--- src/rtl/sjis_pkg.sv ---
`default_nettype none
// ----------------------------------------------------------------------------
// sjis_pkg
// Shared types, constants and byte classification functions for the
// Shift-JIS string checker.
// ----------------------------------------------------------------------------
package sjis_pkg;

    // Width of the internal byte and character tallies.
    localparam int COUNT_BITS = 16;
    // Width of the reported counts.
    localparam int OUT_BITS   = 16;
    // Working width for the reported counts: a tally plus one, at least OUT_BITS + 1.
    localparam int CALC_BITS  = (COUNT_BITS + 1 > OUT_BITS + 1) ? COUNT_BITS + 1 : OUT_BITS + 1;

    localparam logic [COUNT_BITS-1:0] TALLY_MAX = {COUNT_BITS{1'b1}};
    localparam logic [CALC_BITS-1:0]  OUT_MAX   = CALC_BITS'({OUT_BITS{1'b1}});

    // Packed result width, rounded up to whole bytes.
    localparam int RESULT_BITS = 1 + 2 * OUT_BITS;
    localparam int TDATA_BITS  = ((RESULT_BITS + 7) / 8) * 8;

    // Byte codes.
    localparam logic [7:0] BYTE_NUL       = 8'h00;
    localparam logic [7:0] BYTE_LF        = 8'h0A;
    localparam logic [7:0] BYTE_CR        = 8'h0D;
    localparam logic [7:0] ASCII_LO       = 8'h20;
    localparam logic [7:0] ASCII_HI       = 8'h7F;
    localparam logic [7:0] KANA_LO        = 8'hA1;
    localparam logic [7:0] KANA_HI        = 8'hDF;
    localparam logic [7:0] LEAD1_LO       = 8'h81;
    localparam logic [7:0] LEAD1_HI       = 8'h9F;
    localparam logic [7:0] LEAD2_LO       = 8'hE0;
    localparam logic [7:0] LEAD2_HI       = 8'hEF;
    localparam logic [7:0] TRAIL_LO       = 8'h40;
    localparam logic [7:0] TRAIL_GAP      = 8'h7F;
    localparam logic [7:0] TRAIL_LIMIT    = 8'hFD;

    // Unassigned or unsupported double-byte code ranges, inclusive.
    localparam int BAD_RANGES = 23;
    localparam logic [15:0] BAD_LO [BAD_RANGES] = '{
        16'h81AD, 16'h81C0, 16'h81CF, 16'h81E9, 16'h81F8, 16'h8240, 16'h8259,
        16'h827A, 16'h829B, 16'h82F2, 16'h8397, 16'h83B7, 16'h83D7, 16'h8461,
        16'h8492, 16'h84BF, 16'h875E, 16'h8776, 16'h879D, 16'h9873, 16'hA040,
        16'hEAA5, 16'hEEED
    };
    localparam logic [15:0] BAD_HI [BAD_RANGES] = '{
        16'h81B7, 16'h81C7, 16'h81D9, 16'h81EF, 16'h81FB, 16'h824E, 16'h825F,
        16'h8280, 16'h829E, 16'h82FC, 16'h839E, 16'h83BE, 16'h83FC, 16'h846F,
        16'h849E, 16'h889E, 16'h875E, 16'h877D, 16'h889E, 16'h989E, 16'hE03F,
        16'hFFFF, 16'hEEEE
    };

    // One buffer byte as it travels from the input register.
    typedef struct packed {
        logic [7:0] data;
        logic       last;
    } sjis_item_t;

    // Classification of the current byte.
    typedef struct packed {
        logic is_nul;
        logic is_lead;
        logic is_single;
        logic pair_ok;
    } sjis_class_t;

    function automatic logic is_lead_byte(input logic [7:0] b);
        return ((b >= LEAD1_LO) && (b <= LEAD1_HI)) || ((b >= LEAD2_LO) && (b <= LEAD2_HI));
    endfunction

    function automatic logic is_single_byte(input logic [7:0] b);
        return (b == BYTE_LF) || (b == BYTE_CR) || ((b >= ASCII_LO) && (b <= ASCII_HI)) ||
               ((b >= KANA_LO) && (b <= KANA_HI));
    endfunction

    // A lead/trail pair is valid when the trail is in range and the code
    // falls in none of the excluded ranges.
    function automatic logic pair_valid(input logic [7:0] lead, input logic [7:0] trail);
        logic [15:0] code;
        logic        hit;
        code = {lead, trail};
        hit  = 1'b0;
        for (int i = 0; i < BAD_RANGES; i++)
        begin
            if ((code >= BAD_LO[i]) && (code <= BAD_HI[i]))
            begin
                hit = 1'b1;
            end
        end
        return !hit && (trail >= TRAIL_LO) && (trail != TRAIL_GAP) && (trail < TRAIL_LIMIT);
    endfunction

endpackage
`default_nettype wire

--- src/rtl/sjis_in_stage.sv ---
`default_nettype none
// ----------------------------------------------------------------------------
// sjis_in_stage
// Input register: captures one byte transfer and holds it until the scan
// stage takes it.
// ----------------------------------------------------------------------------
module sjis_in_stage
    import sjis_pkg::*;
(
    input  wire logic       clk,
    input  wire logic       rst_n,
    input  wire logic       s_tvalid,
    output logic            s_tready,
    input  wire logic [7:0] s_tdata,   // [7:0] data_byte
    input  wire logic       s_tlast,   // end_of_buffer
    output logic            item_valid,
    output sjis_item_t      item,
    input  wire logic       item_take
);

    logic       valid_reg;
    logic       valid_next;
    sjis_item_t item_reg;

    // The register is free when empty or when its byte leaves this cycle.
    assign s_tready   = !valid_reg || item_take;
    assign valid_next = (s_tvalid && s_tready) ? 1'b1 : (item_take ? 1'b0 : valid_reg);

    // Valid flag.
    always_ff @(posedge clk or negedge rst_n)
    begin
        if (!rst_n)
        begin
            valid_reg <= 1'b0;
        end
        else
        begin
            valid_reg <= valid_next;
        end
    end

    // Payload.
    always_ff @(posedge clk)
    begin
        if (s_tvalid && s_tready)
        begin
            item_reg.data <= s_tdata;
            item_reg.last <= s_tlast;
        end
    end

    assign item_valid = valid_reg;
    assign item       = item_reg;

endmodule
`default_nettype wire

--- src/rtl/sjis_classify.sv ---
`default_nettype none
// ----------------------------------------------------------------------------
// sjis_classify
// Combinational byte classifier: terminator, lead byte, single-byte
// character, and validity of the pair formed with a pending lead byte.
// ----------------------------------------------------------------------------
module sjis_classify
    import sjis_pkg::*;
(
    input  wire logic [7:0] data_byte,
    input  wire logic [7:0] lead_value,
    output sjis_class_t     byte_class
);

    // All tests run in parallel on the current byte.
    always_comb
    begin
        byte_class.is_nul    = (data_byte == BYTE_NUL);
        byte_class.is_lead   = is_lead_byte(data_byte);
        byte_class.is_single = is_single_byte(data_byte);
        byte_class.pair_ok   = pair_valid(lead_value, data_byte);
    end

endmodule
`default_nettype wire

--- src/rtl/sjis_scan.sv ---
`default_nettype none
// ----------------------------------------------------------------------------
// sjis_scan
// Scan state and result register: updates the tallies for each byte and
// loads one result per buffer into the output register.
// ----------------------------------------------------------------------------
module sjis_scan
    import sjis_pkg::*;
(
    input  wire logic                  clk,
    input  wire logic                  rst_n,
    input  wire logic                  item_valid,
    input  wire sjis_item_t            item,
    output logic                       item_take,
    output logic                       m_tvalid,
    input  wire logic                  m_tready,
    output logic [TDATA_BITS-1:0]      m_tdata
);

    logic                  lead_pending_reg, lead_pending_next;
    logic [7:0]            lead_value_reg, lead_value_next;
    logic [COUNT_BITS-1:0] byte_tally_reg, byte_tally_next;
    logic [COUNT_BITS-1:0] char_tally_reg, char_tally_next;
    logic                  skipping_reg, skipping_next;
    logic                  out_valid_reg, out_valid_next;
    logic                  ok_reg, ok_next;
    logic [OUT_BITS-1:0]   raw_length_reg, raw_length_next;
    logic [OUT_BITS-1:0]   char_total_reg, char_total_next;

    sjis_class_t           byte_class;
    logic                  produce;
    logic                  good;
    logic                  fire;
    logic [COUNT_BITS:0]   byte_plus1, byte_plus2, char_plus1;
    logic [CALC_BITS-1:0]  len_wide, chars_wide;

    sjis_classify u_classify (
        .data_byte  (item.data),
        .lead_value (lead_value_reg),
        .byte_class (byte_class)
    );

    // Saturating tally increments.
    assign byte_plus1 = {1'b0, byte_tally_reg} + (COUNT_BITS+1)'(1);
    assign byte_plus2 = {1'b0, byte_tally_reg} + (COUNT_BITS+1)'(2);
    assign char_plus1 = {1'b0, char_tally_reg} + (COUNT_BITS+1)'(1);

    // Reported counts, saturated to the output width.
    assign len_wide   = CALC_BITS'(byte_tally_reg) + CALC_BITS'(1);
    assign chars_wide = CALC_BITS'(char_tally_reg);

    // Decide whether this byte ends the string and whether the string is good.
    always_comb
    begin
        produce = 1'b0;
        good    = 1'b0;
        if (skipping_reg)
        begin
            produce = 1'b0;
        end
        else if (lead_pending_reg)
        begin
            produce = !byte_class.pair_ok || item.last;
        end
        else if (byte_class.is_nul)
        begin
            produce = 1'b1;
            good    = (byte_tally_reg != '0);
        end
        else if (byte_class.is_lead)
        begin
            produce = item.last;
        end
        else
        begin
            produce = !byte_class.is_single || item.last;
        end
    end

    // A byte that yields no result never waits for the output side.
    assign fire      = item_valid && (!produce || !out_valid_reg || m_tready);
    assign item_take = fire;

    // Next state.
    always_comb
    begin
        lead_pending_next = lead_pending_reg;
        lead_value_next   = lead_value_reg;
        byte_tally_next   = byte_tally_reg;
        char_tally_next   = char_tally_reg;
        skipping_next     = skipping_reg;
        if (fire)
        begin
            if (skipping_reg)
            begin
                skipping_next = !item.last;
            end
            else if (produce)
            begin
                lead_pending_next = 1'b0;
                lead_value_next   = '0;
                byte_tally_next   = '0;
                char_tally_next   = '0;
                skipping_next     = !item.last;
            end
            else if (lead_pending_reg)
            begin
                lead_pending_next = 1'b0;
                lead_value_next   = '0;
                byte_tally_next   = byte_plus2[COUNT_BITS] ? TALLY_MAX
                                                           : byte_plus2[COUNT_BITS-1:0];
                char_tally_next   = char_plus1[COUNT_BITS] ? TALLY_MAX
                                                           : char_plus1[COUNT_BITS-1:0];
            end
            else if (byte_class.is_lead)
            begin
                lead_pending_next = 1'b1;
                lead_value_next   = item.data;
            end
            else
            begin
                byte_tally_next = byte_plus1[COUNT_BITS] ? TALLY_MAX
                                                         : byte_plus1[COUNT_BITS-1:0];
                char_tally_next = char_plus1[COUNT_BITS] ? TALLY_MAX
                                                         : char_plus1[COUNT_BITS-1:0];
            end
        end
    end

    // Result register contents.
    always_comb
    begin
        out_valid_next  = (out_valid_reg && !m_tready) || (fire && produce);
        ok_next         = ok_reg;
        raw_length_next = raw_length_reg;
        char_total_next = char_total_reg;
        if (fire && produce)
        begin
            ok_next         = good;
            raw_length_next = !good ? '0 :
                              (len_wide > OUT_MAX) ? OUT_MAX[OUT_BITS-1:0] : len_wide[OUT_BITS-1:0];
            char_total_next = !good ? '0 :
                              (chars_wide > OUT_MAX) ? OUT_MAX[OUT_BITS-1:0]
                                                     : chars_wide[OUT_BITS-1:0];
        end
    end

    // State and registered outputs.
    always_ff @(posedge clk or negedge rst_n)
    begin
        if (!rst_n)
        begin
            lead_pending_reg <= 1'b0;
            lead_value_reg   <= '0;
            byte_tally_reg   <= '0;
            char_tally_reg   <= '0;
            skipping_reg     <= 1'b0;
            out_valid_reg    <= 1'b0;
        end
        else
        begin
            lead_pending_reg <= lead_pending_next;
            lead_value_reg   <= lead_value_next;
            byte_tally_reg   <= byte_tally_next;
            char_tally_reg   <= char_tally_next;
            skipping_reg     <= skipping_next;
            out_valid_reg    <= out_valid_next;
        end
    end

    // Result payload.
    always_ff @(posedge clk)
    begin
        ok_reg         <= ok_next;
        raw_length_reg <= raw_length_next;
        char_total_reg <= char_total_next;
    end

    assign m_tvalid = out_valid_reg;
    assign m_tdata  = TDATA_BITS'({char_total_reg, raw_length_reg, ok_reg});

endmodule
`default_nettype wire

--- src/rtl/shift_jis_string_checker_top.sv ---
`default_nettype none
// ----------------------------------------------------------------------------
// shift_jis_string_checker_top
// Checks that a byte buffer begins with a non-empty, null-terminated
// Shift-JIS string.
// ----------------------------------------------------------------------------
// The block takes one buffer byte per cycle on the slave stream, with tlast
// on the final byte, and gives one result per buffer on the master stream:
// at the terminator, at the first invalid character, or at the final byte.
// Bytes after the result, up to tlast, are consumed without a result. Each
// byte passes through an input register and one stage of range compares and
// saturating counter updates, so the sustained rate is one byte per cycle and
// a result is loaded into the output register as its byte leaves the input
// register. The only wait comes from the result register: a byte that yields
// a result stalls while the previous result has not been taken.
module shift_jis_string_checker_top
    import sjis_pkg::*;
(
    input  wire logic                  clk,
    input  wire logic                  rst_n,
    input  wire logic                  s_tvalid,
    output logic                       s_tready,
    input  wire logic [7:0]            s_tdata,   // [7:0] data_byte
    input  wire logic                  s_tlast,   // end_of_buffer
    output logic                       m_tvalid,
    input  wire logic                  m_tready,
    output logic [TDATA_BITS-1:0]      m_tdata    // [0] ok, [16:1] raw_length,
                                                  // [32:17] char_total, rest zero
);

    logic       item_valid;
    logic       item_take;
    sjis_item_t item;

    // Input register.
    sjis_in_stage u_in_stage (
        .clk        (clk),
        .rst_n      (rst_n),
        .s_tvalid   (s_tvalid),
        .s_tready   (s_tready),
        .s_tdata    (s_tdata),
        .s_tlast    (s_tlast),
        .item_valid (item_valid),
        .item       (item),
        .item_take  (item_take)
    );

    // Scan state and result register.
    sjis_scan u_scan (
        .clk        (clk),
        .rst_n      (rst_n),
        .item_valid (item_valid),
        .item       (item),
        .item_take  (item_take),
        .m_tvalid   (m_tvalid),
        .m_tready   (m_tready),
        .m_tdata    (m_tdata)
    );

endmodule
`default_nettype wire

--- config.mk ---
export PLATFORM = sky130hd
export DESIGN_NAME = shift_jis_string_checker_top
export DESIGN_NICKNAME = d
export VERILOG_FILES = /design/src/rtl/sjis_pkg.sv /design/src/rtl/sjis_in_stage.sv /design/src/rtl/sjis_classify.sv /design/src/rtl/sjis_scan.sv /design/src/rtl/shift_jis_string_checker_top.sv
export SDC_FILE = /design/constraint.sdc
export NUM_CORES = 1
export LEC_CHECK = 0
export BUFFER_PORTS_ARGS = -buffer_cell sky130_fd_sc_hd__buf_2
export CORE_MARGIN = 2
export CORE_UTILIZATION = 60
export DETAILED_ROUTE_END_ITERATION = 10
export GPL_TIMING_DRIVEN = 1
export PLACE_DENSITY = 0.84
export SYNTH_ARGS = -nofsm -noshare
export SYNTH_HDL_FRONTEND = slang
export SYNTH_SLANG_ARGS = --single-unit
--- constraint.sdc ---
create_clock -name clk -period 8.7 [get_ports clk]
set_clock_uncertainty 0.2 [all_clocks]
set_input_delay 1.305 -clock clk [delete_from_list [all_inputs] [get_ports clk]]
set_output_delay 1.305 -clock clk [all_outputs]
set_load 0.03 [all_outputs]
==> results_dict.tcl <==
set metrics [dict create \
    antenna_found_initial 0 \
    ir_worst_vdd_uv 107 \
    yosysSeqAreaShare_pct 41.7 \
    synth_top_area_cell "edfxtp_1" \
    grt-ovfl-total 0 \
    critPathArrivalTime_ns 3.54 \
    syn_area_per_cell_sq_um 9.21 \
    endpoint_kind "primary output" \
    numCtsBuffers 9 \
    hp-class "register to register" \
    area_growth_syn_to_layout_pct 5.37 \
    max_freq_mhz 198 \
    synth_seq_cells 86 \
    max_stage_delay_ns 0.67 \
    grt_pass1_vias 4655 \
    die_x_microns 101 \
    antenna_cells 0 \
    clkSlewWorstSetupHoldPaths_ns 0.09 \
    post-route-period-util_pct 58.0 \
    core_sq_mm 0.00920 \
    fin_setup_tns_ns 0 \
    drc_errors 0 \
    cp_cell_sequence "nand3_2, a21oi_1, or4_1, o41ai_1, a2111oi_4, and3b_1, a21oi_1, nand2_1, or2_2, buf_2" \
    die_area_sq_mm 0.0102 \
    netlist_instances 615 \
    io_buffers 47 \
    synthAdderAreaFrac_pct 1.10 \
    ctsRootBufferMaster "clkbuf_8" \
    hpwl_mm 10.3 \
    setup_viol 0 \
    synth_area_leaders "edfxtp_1, dfrtp_1, o22a_1, a21oi_1, nor2_1" \
    p_per_area_mw_per_mm2 217 \
    synth_xor_area_share_pct 2.01 \
    slowest_stage "edfxtp_1" \
    drt_wl_total_mm 14.7 \
    status "complete, no violations" \
    crit_top_cell "a21oi_1" \
    clockBufferDepth 2 \
    die_h_microns 101 \
    vias 5004 \
    clkSinkCount 86 \
    grt_start_max_net_pins 45 \
    via_per_inst 6.81 \
    routedWlPerCell_microns 20.0 \
    reg2reg_slack_ns 3.98 \
    hold_viol_final 0 \
    setup_ws_ns 3.66 \
    netlist-cell-type-count 76 \
    synth_mux_area_share_pct 1.32 \
    initial_core_util_pct 61.6 \
    slew-limit-headroom_pct 16.1 \
    gp_congestion 0.959 \
    required_ns 7.19 \
    dr.pass1.iters 5 \
    cts.htree.levels 3 \
    synthFlopType "dfrtp_1" \
    post_cts_resize_count 0 \
    synth_edf_count 42 \
    grt_pass1_wl_mm 23.8 \
    dp.cells 719 \
    yosys_warnings 0 \
    yosys.area_share.simple_pct 25.5 \
    drv_slew 0 \
    synth_top_family_by_area "simple AND/OR/NAND/NOR gates" \
    rows 35 \
    place_ws_ns 4.09 \
    max_cap_violations 0 \
    synth_compound_area_share_pct 21.6 \
    nets 637 \
    final_antenna_net_count 0 \
    path_max_fanout 19 \
    worst_pin_slew_ns 1.26 \
    grt_usage_pct 29.5 \
    cts_setup_buffers 0 \
    dpl-instance-area_sq_mm 0.00576 \
    syn-cell-area_sq_mm 0.00567 \
    ios 55 \
    rsz0062_at_grt "no" \
    clkLatencyLatePin_ns 0.37 \
    drtIter0Drc 661 \
    fillers 778 \
    ctsHoldBuffers 0 \
    cts_tree "built" \
    finalPower_mw 1.29 \
    async_flop_share_pct 51.2 \
    fin_cells 735 \
    final_area_sq_mm 0.00597 \
    fin_crit_ns 5.04 \
    drive_gt1_share_pct 13.8 \
    crit_type "register to primary output" \
    yosysTopAreaCellShare_pct 22.3 \
    p_leak_nw 2.23 \
    startpoint_type "register" \
]
-- final timing paths --
| check | start | to | cells after the start |
|---|---|---|---|
| worst max-delay path | u_in_stage.item[4] | s_tready | 10 |
| worst min-delay path | u_in_stage.item_valid | u_scan.skipping_reg | 1 |
| worst max register to register | u_in_stage.item[1] | u_scan.char_tally_reg[0] | 10 |
| worst min register to register | u_in_stage.item_valid | u_scan.skipping_reg | 1 |
| max in group asynchronous | rst_n | u_scan.lead_value_reg[6] | 1 |
| min in group asynchronous | rst_n | u_scan.char_tally_reg[4] | 1 |
-- power by group --
group / leakage [nW] / internal, mW / switching [mW]
Sequential: 0.980 / 0.489 / 0.127
Clock: 0.101 / 0.139 / 0.160
Combinational: 1.15 / 0.147 / 0.232
-- through the flow --
step	hold slack (ns)	utilization, %
2_1_floorplan	0.236	-
3_3_place_gp	0.243	62.6
3_5_place_dp	0.253	62.6
4_1_cts	0.265	64.9
5_1_grt	0.275	64.9
6_report	0.271	64.9
-- layer usage --
| layer | part of all wire, % | up-vias | GRT usage (%) |
|---|---|---|---|
| li1 | - | 2333 | - |
| met1 | 44 | 2366 | 44.3 |
| met2 | 44 | 275 | 43.2 |
| met3 | 9.3 | 30 | 5.04 |
| met4 | 2.0 | 0 | 10.7 |
| met5 | 0 | - | 0 |
-- Yosys cell counts (5+ instances only) --
cell type,number
or3_1,5
nand2_1,40
buf_4,12
xnor2_1,6
ha_1,5
o21ai_1,5
clkbuf_1,29
and2_1,19
edfxtp_1,42
a31oi_1,16
nand3_1,22
nand4b_1,6
buf_2,17
o22ai_1,7
dfrtp_1,44
nor3b_1,6
nor2_1,44
xor2_1,7
and4_1,6
nor3_1,33
a22o_1,7
nand4_1,12
inv_1,12
a21oi_1,36
o31ai_1,6
a311oi_1,6
nand2b_1,7
o22a_1,23
a211oi_1,7
o21ai_0,20
nor4_1,14
and3_1,17
-- critical path, delay by kind of cell (launching register included) --
kind	cells	cell delay, ns
AND/OR/NAND/NOR	5	1.38
AO/OA/AOI/OAI	4	0.93
buffers and inverters	1	0.18
flip-flops	1	0.67
-- layout by cell type, fill, tap and decap left out, types with 19 or more instances in the layout --
cell type,n
dfrtp_1,44
nand2_1,40
nand3_1,22
edfxtp_1,42
and2_1,19
a21oi_1,36
buf_2,47
nor3_1,33
nor2_1,44
o21ai_0,20
o22a_1,23
-- layout make-up --
cell class                 instances  area, sq um  share of cell area, %
multi-input combinational        459         2950                   49.3
timing repair buffer              51          265                   4.44
clock inverter                     7         90.1                   1.51
inverter                          12         45.0                  0.754
tap                              111          139                   2.33
sequential                        86         2360                   39.6
clock buffer                       9          124                   2.07
-- kinds of logic after synthesis --
kind of cell             Yosys count
AND/OR/NAND/NOR                  257
AO/OA/AOI/OAI                    171
flip-flops                        86
buffers and inverters             76
XOR/XNOR                          13
multiplexers                       6
adder cells (fa/ha/maj)            5
other                              1
Note: power is estimated with default switching activity, not from simulation.
